$ cat src/rtl/core/avls_pkg.sv
// shared types, constants and helpers for the lip-sync delay steering block
package avls_pkg;

    localparam int unsigned MS_W      = 12;
    localparam int unsigned OFFSET_W  = 13;
    localparam int unsigned STEP_W    = 10;
    localparam int unsigned CFG_IDX_W = 3;
    localparam int unsigned CFG_DAT_W = 13;
    localparam int unsigned WIDE_W    = 16;

    typedef logic signed [WIDE_W-1:0] t_wide;

    localparam t_wide AUDIO_FLOOR_MS = 16'sd40;
    localparam t_wide MS_MAX         = 16'sd4095;

    localparam logic [STEP_W-1:0] VIDEO_STEP_RST = 10'd80;
    localparam logic [STEP_W-1:0] AUDIO_STEP_RST = 10'd80;
    localparam logic [MS_W-1:0]   MAX_TOTAL_RST  = 12'd1500;

    // steering direction, two's complement -1 / 0 / +1
    localparam logic signed [1:0] DIR_VIDEO = 2'sb11;
    localparam logic signed [1:0] DIR_NONE  = 2'sb00;
    localparam logic signed [1:0] DIR_AUDIO = 2'sb01;

    typedef enum logic [CFG_IDX_W-1:0] {
        CFG_SYNC_ENABLE    = 3'd0,
        CFG_NETWORK_OFFSET = 3'd1,
        CFG_MAX_VIDEO_STEP = 3'd2,
        CFG_MAX_AUDIO_STEP = 3'd3,
        CFG_MAX_TOTAL      = 3'd4
    } t_cfg_idx;

    typedef struct packed {
        logic                       sync_enable;
        logic signed [OFFSET_W-1:0] network_offset_ms;
        logic [STEP_W-1:0]          max_video_step_ms;
        logic [STEP_W-1:0]          max_audio_step_ms;
        logic [MS_W-1:0]            max_total_delay_ms;
    } t_cfg;

    typedef struct packed {
        logic signed [12:0] extra_video_ms;
        logic [MS_W-1:0]    extra_audio_ms;
        logic signed [12:0] last_video_ms;
        logic signed [1:0]  sync_direction;
    } t_state;

    // halve, rounding toward zero
    function automatic t_wide half_to_zero(input t_wide v);
        t_wide biased;
        biased = v + t_wide'({{(WIDE_W-1){1'b0}}, v[WIDE_W-1]});
        return biased >>> 1;
    endfunction

    function automatic t_wide sext13(input logic [12:0] v);
        return t_wide'({{(WIDE_W-13){v[12]}}, v});
    endfunction

    function automatic t_wide zext12(input logic [MS_W-1:0] v);
        return t_wide'({{(WIDE_W-MS_W){1'b0}}, v});
    endfunction

    function automatic t_wide zext10(input logic [STEP_W-1:0] v);
        return t_wide'({{(WIDE_W-STEP_W){1'b0}}, v});
    endfunction

endpackage

$ cat src/rtl/core/avls_step.sv
// one sync tick: steering decision and next state
module avls_step
    import avls_pkg::*;
(
    input  t_cfg            i_cfg,
    input  t_state          i_state,
    input  logic [MS_W-1:0] i_video_delay_ms,
    input  logic [MS_W-1:0] i_audio_delay_ms,
    input  logic            i_audio_valid,
    output t_state          o_state,
    output logic            o_result,
    output logic [MS_W-1:0] o_audio_extra_delay_ms,
    output logic [MS_W-1:0] o_video_target_ms
);

    t_wide video, audio, offset, vstep, astep, max_total;
    t_wide last_v, extra_v, extra_a;
    t_wide diff, half, step, vd, vd_pos, target;
    t_wide n_extra_v, n_extra_a, n_last_v;
    logic signed [1:0] n_dir;

    assign o_result = i_cfg.sync_enable && i_audio_valid;

    always_comb begin
        video     = zext12(i_video_delay_ms);
        audio     = zext12(i_audio_delay_ms);
        offset    = sext13(i_cfg.network_offset_ms);
        vstep     = zext10(i_cfg.max_video_step_ms);
        astep     = zext10(i_cfg.max_audio_step_ms);
        max_total = zext12(i_cfg.max_total_delay_ms);
        last_v    = sext13(i_state.last_video_ms);
        extra_v   = sext13(i_state.extra_video_ms);
        extra_a   = zext12(i_state.extra_audio_ms);

        diff = video - audio + offset;
        half = half_to_zero(diff);
        step = half;
        vd   = '0;

        n_extra_v = extra_v;
        n_extra_a = extra_a;
        n_last_v  = last_v;
        n_dir     = i_state.sync_direction;

        if (o_result && (audio > AUDIO_FLOOR_MS)) begin
            if (diff > 0) begin
                if (extra_v > 0) begin
                    // back the raised video delay off first
                    vd = video;
                    if (video < last_v - vstep) begin
                        vd        = last_v - vstep;
                        n_extra_v = vd - video;
                    end else begin
                        n_extra_v = '0;
                    end
                    n_last_v  = vd;
                    n_dir     = DIR_VIDEO;
                    n_extra_a = '0;
                end else if (!i_state.sync_direction[1]) begin
                    if (half > astep) begin
                        step = astep;
                    end
                    n_extra_a = extra_a + step;
                    if (n_extra_a > max_total) begin
                        n_extra_a = max_total;
                    end
                    vd        = video;
                    n_extra_v = '0;
                    n_last_v  = video;
                    n_dir     = DIR_AUDIO;
                end else begin
                    // direction flip: settle at neutral for one tick
                    n_extra_a = '0;
                    vd        = video;
                    n_extra_v = '0;
                    n_last_v  = video;
                    n_dir     = DIR_NONE;
                end
            end else begin
                if (extra_a > 0) begin
                    if (half < -astep) begin
                        step = -astep;
                    end
                    n_extra_a = extra_a + step;
                    if (n_extra_a < 0) begin
                        n_extra_a = '0;
                        n_dir     = DIR_NONE;
                    end else begin
                        n_dir = DIR_AUDIO;
                    end
                    vd        = video;
                    n_extra_v = '0;
                    n_last_v  = video;
                end else begin
                    n_extra_a = '0;
                    vd        = video - diff;
                    if (vd > last_v) begin
                        if (vd > last_v + vstep) begin
                            vd = last_v + vstep;
                        end
                        if (vd > max_total) begin
                            vd = max_total;
                        end
                    end else begin
                        if (vd < last_v - vstep) begin
                            vd = last_v - vstep;
                        end
                        if (vd < video) begin
                            vd = video;
                        end
                    end
                    n_extra_v = vd - video;
                    n_last_v  = vd;
                    n_dir     = DIR_VIDEO;
                end
            end
        end

        vd_pos = (vd < 0) ? t_wide'(0) : vd;
        target = (video > vd_pos) ? video : vd_pos;
        if (target > MS_MAX) begin
            target = MS_MAX;
        end
    end

    assign o_state.extra_video_ms = n_extra_v[12:0];
    assign o_state.extra_audio_ms = n_extra_a[MS_W-1:0];
    assign o_state.last_video_ms  = n_last_v[12:0];
    assign o_state.sync_direction = n_dir;

    assign o_audio_extra_delay_ms = n_extra_a[MS_W-1:0];
    assign o_video_target_ms      = target[MS_W-1:0];

endmodule

$ cat src/rtl/core/av_lip_sync_delay_adjust.sv
// lip-sync delay steering: top level with input, state and result registers
//
// Usage: one word on the input channel per sync tick carries the video
// pipeline delay, the audio delay estimate and its valid flag. The block
// answers with one word on the output channel (extra audio delay and video
// minimum playout target), or with none when sync is disabled or the
// estimate is not valid.
// Configuration goes through a separate index/data write channel that is
// always ready; write it only while no tick is in flight.
// Path: each word is held in the input register, and its result is then
// shown from the result register.
// Throughput: one word per cycle unless the receiver stalls; the steering state
// is read and written in the same cycle as the tick, so ticks run back to back.
// Reset clears the steering state, loads the register defaults (sync off,
// zero offset, 80 ms steps, 1500 ms ceiling) and empties both stages.
// When the receiver stalls, the result register holds its word and the
// input register takes one more word before input ready drops.
module av_lip_sync_delay_adjust
    import avls_pkg::*;
(
    input  logic                 i_clk,
    input  logic                 i_rst_n,
    input  logic                 i_in_valid,
    output logic                 o_in_ready,
    input  logic [MS_W-1:0]      i_video_delay_ms,
    input  logic [MS_W-1:0]      i_audio_delay_ms,
    input  logic                 i_audio_valid,
    output logic                 o_out_valid,
    input  logic                 i_out_ready,
    output logic [MS_W-1:0]      o_audio_extra_delay_ms,
    output logic [MS_W-1:0]      o_video_target_ms,
    input  logic                 i_cfg_valid,
    output logic                 o_cfg_ready,
    input  logic [CFG_IDX_W-1:0] i_cfg_index,
    input  logic [CFG_DAT_W-1:0] i_cfg_data
);

    t_cfg            r_cfg;
    t_state          r_state;
    t_state          n_state;
    logic            r_in_valid;
    logic [MS_W-1:0] r_video;
    logic [MS_W-1:0] r_audio;
    logic            r_audio_valid;
    logic            r_out_valid;
    logic [MS_W-1:0] r_audio_extra;
    logic [MS_W-1:0] r_target;
    logic            step_result;
    logic [MS_W-1:0] step_audio_extra;
    logic [MS_W-1:0] step_target;
    logic            advance;
    logic            in_take;

    assign advance     = r_in_valid && (!r_out_valid || i_out_ready);
    assign o_in_ready  = !r_in_valid || advance;
    assign in_take     = i_in_valid && o_in_ready;
    assign o_cfg_ready = 1'b1;

    avls_step u_step (
        .i_cfg                  (r_cfg),
        .i_state                (r_state),
        .i_video_delay_ms       (r_video),
        .i_audio_delay_ms       (r_audio),
        .i_audio_valid          (r_audio_valid),
        .o_state                (n_state),
        .o_result               (step_result),
        .o_audio_extra_delay_ms (step_audio_extra),
        .o_video_target_ms      (step_target)
    );

    always_ff @(posedge i_clk) begin
        if (!i_rst_n) begin
            r_cfg.sync_enable        <= 1'b0;
            r_cfg.network_offset_ms  <= '0;
            r_cfg.max_video_step_ms  <= VIDEO_STEP_RST;
            r_cfg.max_audio_step_ms  <= AUDIO_STEP_RST;
            r_cfg.max_total_delay_ms <= MAX_TOTAL_RST;
        end else if (i_cfg_valid && o_cfg_ready) begin
            unique case (t_cfg_idx'(i_cfg_index))
                CFG_SYNC_ENABLE:    r_cfg.sync_enable        <= i_cfg_data[0];
                CFG_NETWORK_OFFSET: r_cfg.network_offset_ms  <= i_cfg_data[OFFSET_W-1:0];
                CFG_MAX_VIDEO_STEP: r_cfg.max_video_step_ms  <= i_cfg_data[STEP_W-1:0];
                CFG_MAX_AUDIO_STEP: r_cfg.max_audio_step_ms  <= i_cfg_data[STEP_W-1:0];
                CFG_MAX_TOTAL:      r_cfg.max_total_delay_ms <= i_cfg_data[MS_W-1:0];
                default: begin
                end
            endcase
        end
    end

    always_ff @(posedge i_clk) begin
        if (!i_rst_n) begin
            r_state     <= '0;
            r_in_valid  <= 1'b0;
            r_out_valid <= 1'b0;
        end else begin
            if (advance) begin
                r_state <= n_state;
            end
            if (o_in_ready) begin
                r_in_valid <= i_in_valid;
            end
            // a tick without a result frees the result register too
            if (advance) begin
                r_out_valid <= step_result;
            end else if (i_out_ready) begin
                r_out_valid <= 1'b0;
            end
        end
    end

    always_ff @(posedge i_clk) begin
        if (in_take) begin
            r_video       <= i_video_delay_ms;
            r_audio       <= i_audio_delay_ms;
            r_audio_valid <= i_audio_valid;
        end
        if (advance) begin
            r_audio_extra <= step_audio_extra;
            r_target      <= step_target;
        end
    end

    assign o_out_valid            = r_out_valid;
    assign o_audio_extra_delay_ms = r_audio_extra;
    assign o_video_target_ms      = r_target;

    a_dir_legal: assert property (@(posedge i_clk) disable iff (!i_rst_n)
        r_state.sync_direction != 2'sb10)
        else $error("steering direction holds an illegal code");

    a_no_overrun: assert property (@(posedge i_clk) disable iff (!i_rst_n)
        (r_out_valid && !i_out_ready) |-> !advance)
        else $error("tick evaluated while the result register is stalled");

    a_state_hold: assert property (@(posedge i_clk) disable iff (!i_rst_n)
        !advance |=> $stable(r_state))
        else $error("steering state changed without a tick");

    a_quiet_tick: assert property (@(posedge i_clk) disable iff (!i_rst_n)
        (advance && !step_result) |=> (!o_out_valid && $stable(r_state)))
        else $error("disabled or invalid tick produced a word or moved the state");

endmodule
$ cat config.mk
export PLATFORM = sky130hd
export DESIGN_NAME = av_lip_sync_delay_adjust
export DESIGN_NICKNAME = d
export VERILOG_FILES = /design/src/rtl/core/avls_pkg.sv /design/src/rtl/core/avls_step.sv /design/src/rtl/core/av_lip_sync_delay_adjust.sv
export SDC_FILE = /design/constraint.sdc
export NUM_CORES = 1
export LEC_CHECK = 0
export CAP_MARGIN = 5
export CORE_MARGIN = 3
export CORE_UTILIZATION = 71
export CTS_CLUSTER_DIAMETER = 150
export DETAILED_ROUTE_END_ITERATION = 8
export DONT_BUFFER_PORTS = 1
export PLACE_DENSITY_LB_ADDON = 0.25
export SETUP_SLACK_MARGIN = 0.02
export SLEW_MARGIN = 10
export SYNTH_ARGS = -nofsm -noshare
export SYNTH_HDL_FRONTEND = slang
export SYNTH_SLANG_ARGS = --single-unit
$ cat constraint.sdc
create_clock -name i_clk -period 35.8 [get_ports i_clk]
set_input_delay 7.16 -clock i_clk [delete_from_list [all_inputs] [get_ports i_clk]]
set_output_delay 7.16 -clock i_clk [all_outputs]
set_load 0.05 [all_outputs]
# Word level (Yosys, flattened, before mapping)
# Index checks and enable logic that the tools add are counted.
[totals]
reg_bits = 137
latch_bits = 0
ram_bits = 0
mem_bits_ro = 0
inputBits = 46
output_inout_bits = 27
wordCells = 114
n_memories = 0
[op_classes]
addsub = 11
multipliers = 0
div_mod_pow = 0
magnitude_cmp = 17
n_eq_ne = 4
shifts = 0
muxes = 50
bitwise = 0
n_reduce_logical = 16
[ops]
columns = ["cell", "count"]
rows = [
  ["16-bit two-way mux", 32],
  ["12-bit two-way mux", 7],
  ["13-bit two-way mux", 4],
  ["16-bit by 13-bit > comparator with 1-bit output", 3],
  ["13-bit by 16-bit adder with 16-bit output", 2],
  ["16-bit by 1-bit < comparator with 1-bit output, second input constant", 2],
  ["13-bit subtractor", 2],
  ["16-bit by 2-bit adder with 16-bit output", 1],
  ["13-bit by 16-bit > comparator with 1-bit output", 1],
  ["16-bit by 1-bit > comparator with 1-bit output, second input constant", 1],
  ["16-bit by 13-bit > comparator with 1-bit output, second input constant", 1],
  ["16-bit > comparator", 1],
  ["15-bit by 16-bit < comparator with 1-bit output", 1],
  ["16-bit by 13-bit < comparator with 1-bit output", 1],
  ["16-bit by 14-bit < comparator with 1-bit output", 1],
  ["10-bit negation with 16-bit output", 1],
  ["13-bit by 16-bit subtractor with 16-bit output", 1],
  ["15-bit by 11-bit > comparator with 1-bit output", 1],
  ["13-bit by 11-bit adder with 14-bit output", 1],
  ["13-bit by 13-bit adder with 14-bit output", 1],
  ["13-bit by 14-bit < comparator with 1-bit output", 1],
  ["13-bit by 11-bit subtractor with 14-bit output", 1],
  ["13-bit by 1-bit > comparator with 1-bit output, second input constant", 1],
  ["12-bit by 12-bit subtractor with 13-bit output", 1],
  ["other kinds (13)", 29],
]

# Depth between registers and ports, before layout
# Gate-level depths: netlist of run 1.
[depth]
word_depth = 23
ltp_mapped = 68
depth_no_buf = 63

# Modules after synthesis
# From an unflattened synthesis of run 1, not the netlist that was laid out.
[hier_totals]
hier_cells = 1987
area_unflattened_um2 = 15999.1
[by_module_without_submodules]
columns = ["mod", "n_inst", "cells_each", "area_per_inst_um2", "seq_area_each_um2"]
rows = [
  ["avls_step", 1, 1580, 11056.9, 0.0],
  ["av_lip_sync_delay_adjust", 1, 407, 4942.2, 3233.1],
]

# Worst setup path before layout of run 1
# OpenSTA, ideal clock, no wires.
[synth_path]
path_kind = "input -> output"
startpoint = "in i_out_ready"
endpoint = "out o_in_ready"
t_arrival_ns = 7.643
required_ns = 28.640
setup_slack_ns = 20.997
path_stages = 1
n_path_buf = 0
cell_sequence = "nand3b_1"
[synth_via]
elab_chain_cells = 3
[synth_lines]
columns = ["item", "line", "rtl"]
rows = [
  ["start: declaration", "av_lip_sync_delay_adjust.sv:29", "input logic i_out_ready,"],
  ["1-bit logical OR", "av_lip_sync_delay_adjust.sv:54", "assign advance = r_in_valid && (!r_out_valid || i_out_ready);"],
  ["1-bit logical AND", "av_lip_sync_delay_adjust.sv:54", ""],
  ["1-bit logical OR", "av_lip_sync_delay_adjust.sv:55", "assign o_in_ready = !r_in_valid || advance;"],
  ["end: declaration", "av_lip_sync_delay_adjust.sv:24", "output logic o_in_ready,"],
]
# No other way between the ends.

# Worst setup path in the final report of run 1
# Same ends and word-level chain as after synthesis.

==> results of run 1 <==
cell usage after synthesis (6+ instances only):
cell type	number
sky130_fd_sc_hd__and2_1	18
sky130_fd_sc_hd__fa_1	9
sky130_fd_sc_hd__nand3_1	40
sky130_fd_sc_hd__o21bai_1	7
sky130_fd_sc_hd__and3_1	17
sky130_fd_sc_hd__o221ai_1	9
sky130_fd_sc_hd__nand2_1	171
sky130_fd_sc_hd__nand2b_1	32
sky130_fd_sc_hd__o41ai_1	6
sky130_fd_sc_hd__o31a_1	9
sky130_fd_sc_hd__inv_1	168
sky130_fd_sc_hd__mux2i_1	37
sky130_fd_sc_hd__or3_1	12
sky130_fd_sc_hd__a221o_1	13
sky130_fd_sc_hd__nor3_1	37
sky130_fd_sc_hd__a21oi_1	166
sky130_fd_sc_hd__a31oi_1	14
sky130_fd_sc_hd__a21o_1	46
sky130_fd_sc_hd__nor2_1	146
sky130_fd_sc_hd__o21ai_0	118
sky130_fd_sc_hd__a211o_1	7
sky130_fd_sc_hd__edfxtp_1	49
sky130_fd_sc_hd__nor4_1	19
sky130_fd_sc_hd__ha_1	238
sky130_fd_sc_hd__o211ai_1	31
sky130_fd_sc_hd__a22oi_1	10
sky130_fd_sc_hd__o31ai_1	7
sky130_fd_sc_hd__clkbuf_1	46
sky130_fd_sc_hd__dfxtp_1	87
sky130_fd_sc_hd__o21a_1	37
sky130_fd_sc_hd__nor2b_1	38
sky130_fd_sc_hd__o2111ai_1	6
sky130_fd_sc_hd__a221oi_1	7
sky130_fd_sc_hd__xnor2_1	68
sky130_fd_sc_hd__a21boi_0	6
sky130_fd_sc_hd__a211oi_1	14
sky130_fd_sc_hd__nand4_1	16
sky130_fd_sc_hd__a2bb2oi_1	12
sky130_fd_sc_hd__buf_2	9
sky130_fd_sc_hd__xor2_1	18
sky130_fd_sc_hd__mux2_2	17
state kept, by name, summed over array words and instances, names as in the netlist:
name,count
r_cfg,46
r_state,39
o_audio_extra_delay_ms,12
o_video_target_ms,12
r_audio,12
r_video,12
o_out_valid,1
r_audio_valid,1
r_in_valid,1
power by group through the flow:
stage	Sequential [mW]	Combinational (mW)	Clock (mW)
CTS	0.174	0.493	0.175
global placement	0.177	0.470	0
floorplan	0.175	0.368	0
global route	0.175	0.557	0.181
finish	0.175	0.512	0.174
detailed placement	0.178	0.487	0
layer usage:
| metal | GRT usage | vias up | wire [µm] |
|---|---|---|---|
| met4 | 0.1392 | 0 | 1914 |
| met1 | 0.5355 | 6858 | 19080 |
| met5 | 0 | - | 0 |
| met3 | 0.1294 | 148 | 6648 |
| met2 | 0.6137 | 887 | 20360 |
| li1 | - | 6921 | - |
per-stage QoR:
stage / area, µm² / worst slack, ps
floorplan: 15320 / 21000
global placement: 15540 / 20990
detailed placement: 15540 / 20970
CTS: 16100 / 20970
global route: 16100 / 20860
finish: 16100 / 20970
worst max path at each step:
stage	start	to	slack [ps]	depth (start not counted)
final	i_out_ready	o_in_ready	20970	1
after detailed placement	i_out_ready	o_in_ready	20970	1
after floorplan	i_out_ready	o_in_ready	21000	1
after global placement	i_out_ready	o_in_ready	20990	1
after global routing	r_video[0]	o_video_target_ms[10]	20860	59
after CTS	i_out_ready	o_in_ready	20970	1
cell type report:
cell class	instances	area [µm²]
multi-input cells	1548	11210
fillers	1609	4986
flip-flops and latches	136	3213
well taps	275	344.1
repair buffers	18	135.1
clock buffers	17	425.4
clock inverters	15	130.1
inverters	171	641.9
logic make-up (layout without fill, tap and decap cells):
family / after synthesis / after routing / synth area share
AND/OR/NAND/NOR: 575 / 575 / 0.1800
other: 1 / 1 / 0.0002448
buffers and inverters: 236 / 221 / 0.06012
adder cells (fa/ha/maj): 248 / 248 / 0.2068
multiplexers: 56 / 56 / 0.03864
flip-flops: 136 / 136 / 0.2098
XOR/XNOR: 88 / 88 / 0.05245
AO/OA/AOI/OAI: 580 / 580 / 0.2519
==> impl_metrics.tcl, run 1 <==
set metrics [dict create \
    numPlacedInstances 2148 \
    crit_required_ps 28640 \
    first_iter_violations 1489 \
    cells_taking_the_most_area_after_synthesis "sky130_fd_sc_hd__ha_1 19%, sky130_fd_sc_hd__dfxtp_1 11%, sky130_fd_sc_hd__edfxtp_1 9.6%, sky130_fd_sc_hd__a21oi_1 5.4%, sky130_fd_sc_hd__nand2_1 4.2%" \
    ios 73 \
    synth_area_per_cell_um2 7.977 \
    comb_power_share 0.595 \
    worst_slew_pin_slew_ps 1178 \
    antenna_violating_nets_post_route 0 \
    timing.rr.end "o_video_target_ms[10]" \
    antenna_found_initial 0 \
    startpoint_type "input port" \
    cp_slowest_cell "sky130_fd_sc_hd__nand3b_1" \
    hpwl_mm 37.47 \
    clock_tree.htree_level_count 4 \
    ys.warnings.count 0 \
    routed-via-count 14814 \
    p_leak_nw 7.181 \
    drive_above_1_share 0.05564 \
    viasPerCell 6.795 \
    timing.critical_path.fanout_max 3 \
    p_total_mw 0.8606 \
    setup.reg_to_reg.worst_slack_ps 21330 \
    routedWlPerCell_um 22.02 \
    cts_root_buffer "sky130_fd_sc_hd__clkbuf_16" \
    power_report.internal_total_mw 0.4564 \
    fin_setup_tns_ps 0 \
    final_core_util 0.7636 \
    grt_max_degree 56 \
    area_delta_synth_final_pct 5.130 \
    numPortBuffers 0 \
    cts_resized 0 \
    synth_cell_type_count 93 \
    via_count_of_the_first_global_routing_pass 13806 \
    timing.max_cap.violations 0 \
    share_clk_of_total_power 0.203 \
    drc 0 \
    synth_instances 1920 \
    startpoint_of_the_worst_register_to_register_path "r_video[1]" \
    run_status "finished, final reports clean" \
    floorplan.die_area_um2 23370 \
    irDropWorstVdd_mv 0.04308 \
    design.core.area_um2 21090 \
    worst_hold_path.num_cells 2 \
    start_util 0.7263 \
    netSwitchingFraction 0.4696 \
    cts.clk_slew.worst_paths_ps 70 \
    most_common_cell_after_layout_fill_and_taps_aside "sky130_fd_sc_hd__ha_1" \
    finalSetupViolations 0 \
    final_period_minus_worst_setup_slack_ps 14830 \
    cp.buffers_inverters 0 \
    power.density_cell_area_nw_per_um2 53.45 \
    synth-edff-count 49 \
    timing.final.crit_share 0.4141 \
    cpPeakStageDelay_ps 500 \
    unrepaired_setup_endpoints_after_global_routing "no" \
    cts_inserted_buffers 17 \
    num-nets-final 2185 \
    whs_endpoint "r_cfg[34]" \
    hold_path_class "flip-flop to flip-flop" \
    fp.dieW_um 152.9 \
    fmax_mhz 67.45 \
    die_height_um 152.9 \
    timing.slew.headroom 0.2146 \
    instances_no_fill 2180 \
    global_route_wire_length_before_repair_mm 75.05 \
    seqPwrFrac 0.203 \
    path_delay_family "simple AND/OR/NAND/NOR gates" \
    diodes 0 \
    clk_latency_ps 440 \
    report.final.hold_viol_count 0 \
    largest_buffer_count_on_any_clock_path 2 \
    ctsHoldBuffers 0 \
    timing.hold.ws_ps 462.3 \
    routed_wl_mm 48.01 \
    net_switching_power_of_the_design_mw 0.4041 \
    clock_tree_from_tritoncts "done" \
    drt_first_pass_iters 7 \
    synth_top_area_cell "sky130_fd_sc_hd__ha_1" \
    timing.clock.skew_ps 13.17 \
    ys.flop_type "sky130_fd_sc_hd__dfxtp_1" \
    ys_seq_area_frac 0.2098 \
    postCtsSetupRepairBufs 0 \
    globalRoute.totalOverflow 0 \
    timing.critical_path.to_type "output pin" \
    asyncSetResetFlopFracSynth 0 \
    reg2regPathDepth 57 \
    post_synth_instance_area_um2 15320 \
    mappedNetlistNets 2213 \
    cts_sinks 136 \
    cp.arrival_ps 7670 \
    critical_path_class "input port to output pin" \
    synth-seq-cells 136 \
    placement_rows 53 \
    post-synth-top-area-fraction 0.1944 \
    timing.final.max_slew_violations 0 \
    grt_usage 0.4008 \
    timing.hold.worst.start "r_cfg[34]" \
    place_congestion 1.028 \
    path_cells "nand3b_1" \
    final_cell_mix "238 x sky130_fd_sc_hd__ha_1, 171 x sky130_fd_sc_hd__nand2_1, 168 x sky130_fd_sc_hd__inv_1" \
]
Note: power is estimated with default switching activity, not from simulation.
==> inputs of run 2 (changes only) <==
--- a/config.mk
+++ b/config.mk
@@ -7,7 +7,7 @@
 export LEC_CHECK = 0
 export CAP_MARGIN = 5
 export CORE_MARGIN = 3
-export CORE_UTILIZATION = 71
+export CORE_UTILIZATION = 67
 export CTS_CLUSTER_DIAMETER = 150
 export DETAILED_ROUTE_END_ITERATION = 8
 export DONT_BUFFER_PORTS = 1
==> constraint.sdc (replaced) <==
create_clock -name i_clk -period 14.95 [get_ports i_clk]
set_input_delay 2.99 -clock i_clk [delete_from_list [all_inputs] [get_ports i_clk]]
set_output_delay 2.99 -clock i_clk [all_outputs]
set_load 0.05 [all_outputs]
==> run 2 against run 1 <==
  * Clock skew up 3.2 ps
  * Global-route usage down 0.68 points
  * Non-clock buffer count increased by 1
  * Flip-flop and latch count did not move
  * Final cell count grew 0.28%
  * Largest cell class unchanged
==> impl_metrics.tcl, run 2 (synthesized netlist as in run 1, its figures left out) <==
set metrics [dict create \
    timing.critical_path.fanout_max 30 \
    unrepaired_setup_endpoints_after_global_routing "no" \
    cp.arrival_ps 14320 \
    timing.slew.headroom 0.1290 \
    final.fill_count 1764 \
    design.core.area_um2 22160 \
    finalSetupViolations 0 \
    antenna_found_initial 1 \
    hold_path_class "flip-flop to flip-flop" \
    grt_usage 0.3940 \
    timing.hold.worst.start "r_cfg[35]" \
    worst_slew_pin_slew_ps 1304 \
    numPortBuffers 0 \
    fp.dieW_um 157.2 \
    timing.clock.skew_ps 16.33 \
    via_count_of_the_first_global_routing_pass 13900 \
    grt_max_degree 56 \
    timing.final.max_slew_violations 0 \
    fin_setup_tns_ps 0 \
    p_leak_nw 7.196 \
    crit_required_ps 15250 \
    final_core_util 0.7293 \
    p_total_mw 2.108 \
    floorplan.die_area_um2 24710 \
    die_height_um 157.2 \
    cts.clk_slew.worst_paths_ps 70 \
    startpoint_of_the_worst_register_to_register_path "r_video[1]" \
    ios 73 \
    most_common_cell_after_layout_fill_and_taps_aside "sky130_fd_sc_hd__ha_1" \
    whs_endpoint "r_cfg[35]" \
    clock_tree.htree_level_count 4 \
    cts_inserted_buffers 17 \
    routedWlPerCell_um 22.57 \
    clk_latency_ps 440 \
    antenna_violating_nets_post_route 0 \
    cts_root_buffer "sky130_fd_sc_hd__clkbuf_16" \
    drc 0 \
    placement_rows 54 \
    worst_hold_path.num_cells 2 \
    ctsHoldBuffers 0 \
    drive_above_1_share 0.05561 \
    worst_path_most_repeated_cell "sky130_fd_sc_hd__o21ai_0" \
    global_route_wire_length_before_repair_mm 75.33 \
    routed_wl_mm 49.34 \
    fmax_mhz 71.32 \
    largest_register_ff_count 46 \
    place_congestion 1.047 \
    postCtsSetupRepairBufs 0 \
    cpPeakStageDelay_ps 660 \
    hpwl_mm 38.54 \
    instances_no_fill 2186 \
    cts_resized 0 \
    timing.critical_path.to_type "flip-flop" \
    timing.rr.end "o_video_target_ms[5]" \
    timing.final.crit_share 0.9379 \
    first_iter_violations 1472 \
    total_area_of_multi_input_combinational_cells_um2 11210 \
    irDropWorstVdd_mv 0.08204 \
    largest-register "r_cfg" \
    report.final.hold_viol_count 0 \
    cts_sinks 136 \
    drt_first_pass_iters 8 \
    power.density_cell_area_nw_per_um2 130.4 \
    area_delta_synth_final_pct 5.523 \
    final_period_minus_worst_setup_slack_ps 14020 \
    start_util 0.6911 \
    diodes 0 \
    cell_area_after_layout_um2 16160 \
    numPlacedInstances 2154 \
    routed-via-count 14766 \
    num-nets-final 2186 \
    viasPerCell 6.755 \
    largest_buffer_count_on_any_clock_path 2 \
    setup.reg_to_reg.worst_slack_ps 930 \
    reg.largest.list "r_cfg: 46 flops, r_state: 39 flops" \
    run_status "finished, final reports clean" \
    startpoint_type "flip-flop" \
    cp_slowest_cell "sky130_fd_sc_hd__or4_1" \
    area_post_placement_um2 15560 \
    globalRoute.totalOverflow 0 \
    final_cell_mix "238 x sky130_fd_sc_hd__ha_1, 171 x sky130_fd_sc_hd__nand2_1, 168 x sky130_fd_sc_hd__inv_1" \
    timing.max_cap.violations 0 \
    reg2regPathDepth 57 \
    layout.area.seq_um2 3213 \
    clock_tree_from_tritoncts "done" \
    critical_path_class "flip-flop to flip-flop" \
]
run 2: worst max-delay path by stage:
| stage | from | end | slack, ps | cells after the start |
|---|---|---|---|---|
| 2_1_floorplan | r_video[1] | o_video_target_ms[3] | 3410 | 63 |
| 3_3_place_gp | r_video[1] | o_video_target_ms[9] | 1730 | 58 |
| 3_5_place_dp | r_video[0] | o_video_target_ms[9] | 1510 | 59 |
| 4_1_cts | r_video[1] | o_video_target_ms[5] | 1380 | 59 |
| 5_1_grt | r_video[1] | o_video_target_ms[5] | 130 | 58 |
| 6_report | r_video[1] | o_video_target_ms[5] | 930 | 57 |
run 2: layout make-up:
type,count,area share
clock buffers,17,0.02632
well taps,280,0.02168
repair buffers,19,0.008826
multi-input cells,1548,0.6935
clock inverters,15,0.01115
inverters,171,0.03972
flip-flops and latches,136,0.1988
run 2: metrics by stage:
| stage | setup slack [ps] | hold WS [ps] |
|---|---|---|
| after global placement | 1727 | 451.0 |
| after floorplan | 3413 | 440.6 |
| final | 928.2 | 473.1 |
| after global routing | 128.4 | 487.2 |
| after CTS | 1377 | 471.2 |
| after detailed placement | 1513 | 459.8 |
run 2: per-layer routing:
layer,GRT usage,vias to the layer above,part of all wire
met5,0,-,0.00026
met4,0.1756,2,0.047
met3,0.1108,178,0.13
met2,0.5846,845,0.41
met1,0.5353,6810,0.41
li1,-,6931,-
run 2: where the power goes:
part           switching, mW  internal [mW]
logic                  0.760          0.481
registers             0.0231          0.395
clock network          0.222          0.227
run 2: critical path, delay by kind of cell, from the launching register on:
kind / cells / cell delay (ps)
xor+xnor: 2 / 580
mux: 1 / 340
buf+inv: 3 / 550
fa+ha+maj: 6 / 1990
simple gates: 18 / 3610
flops: 1 / 600
compound gates: 27 / 6200
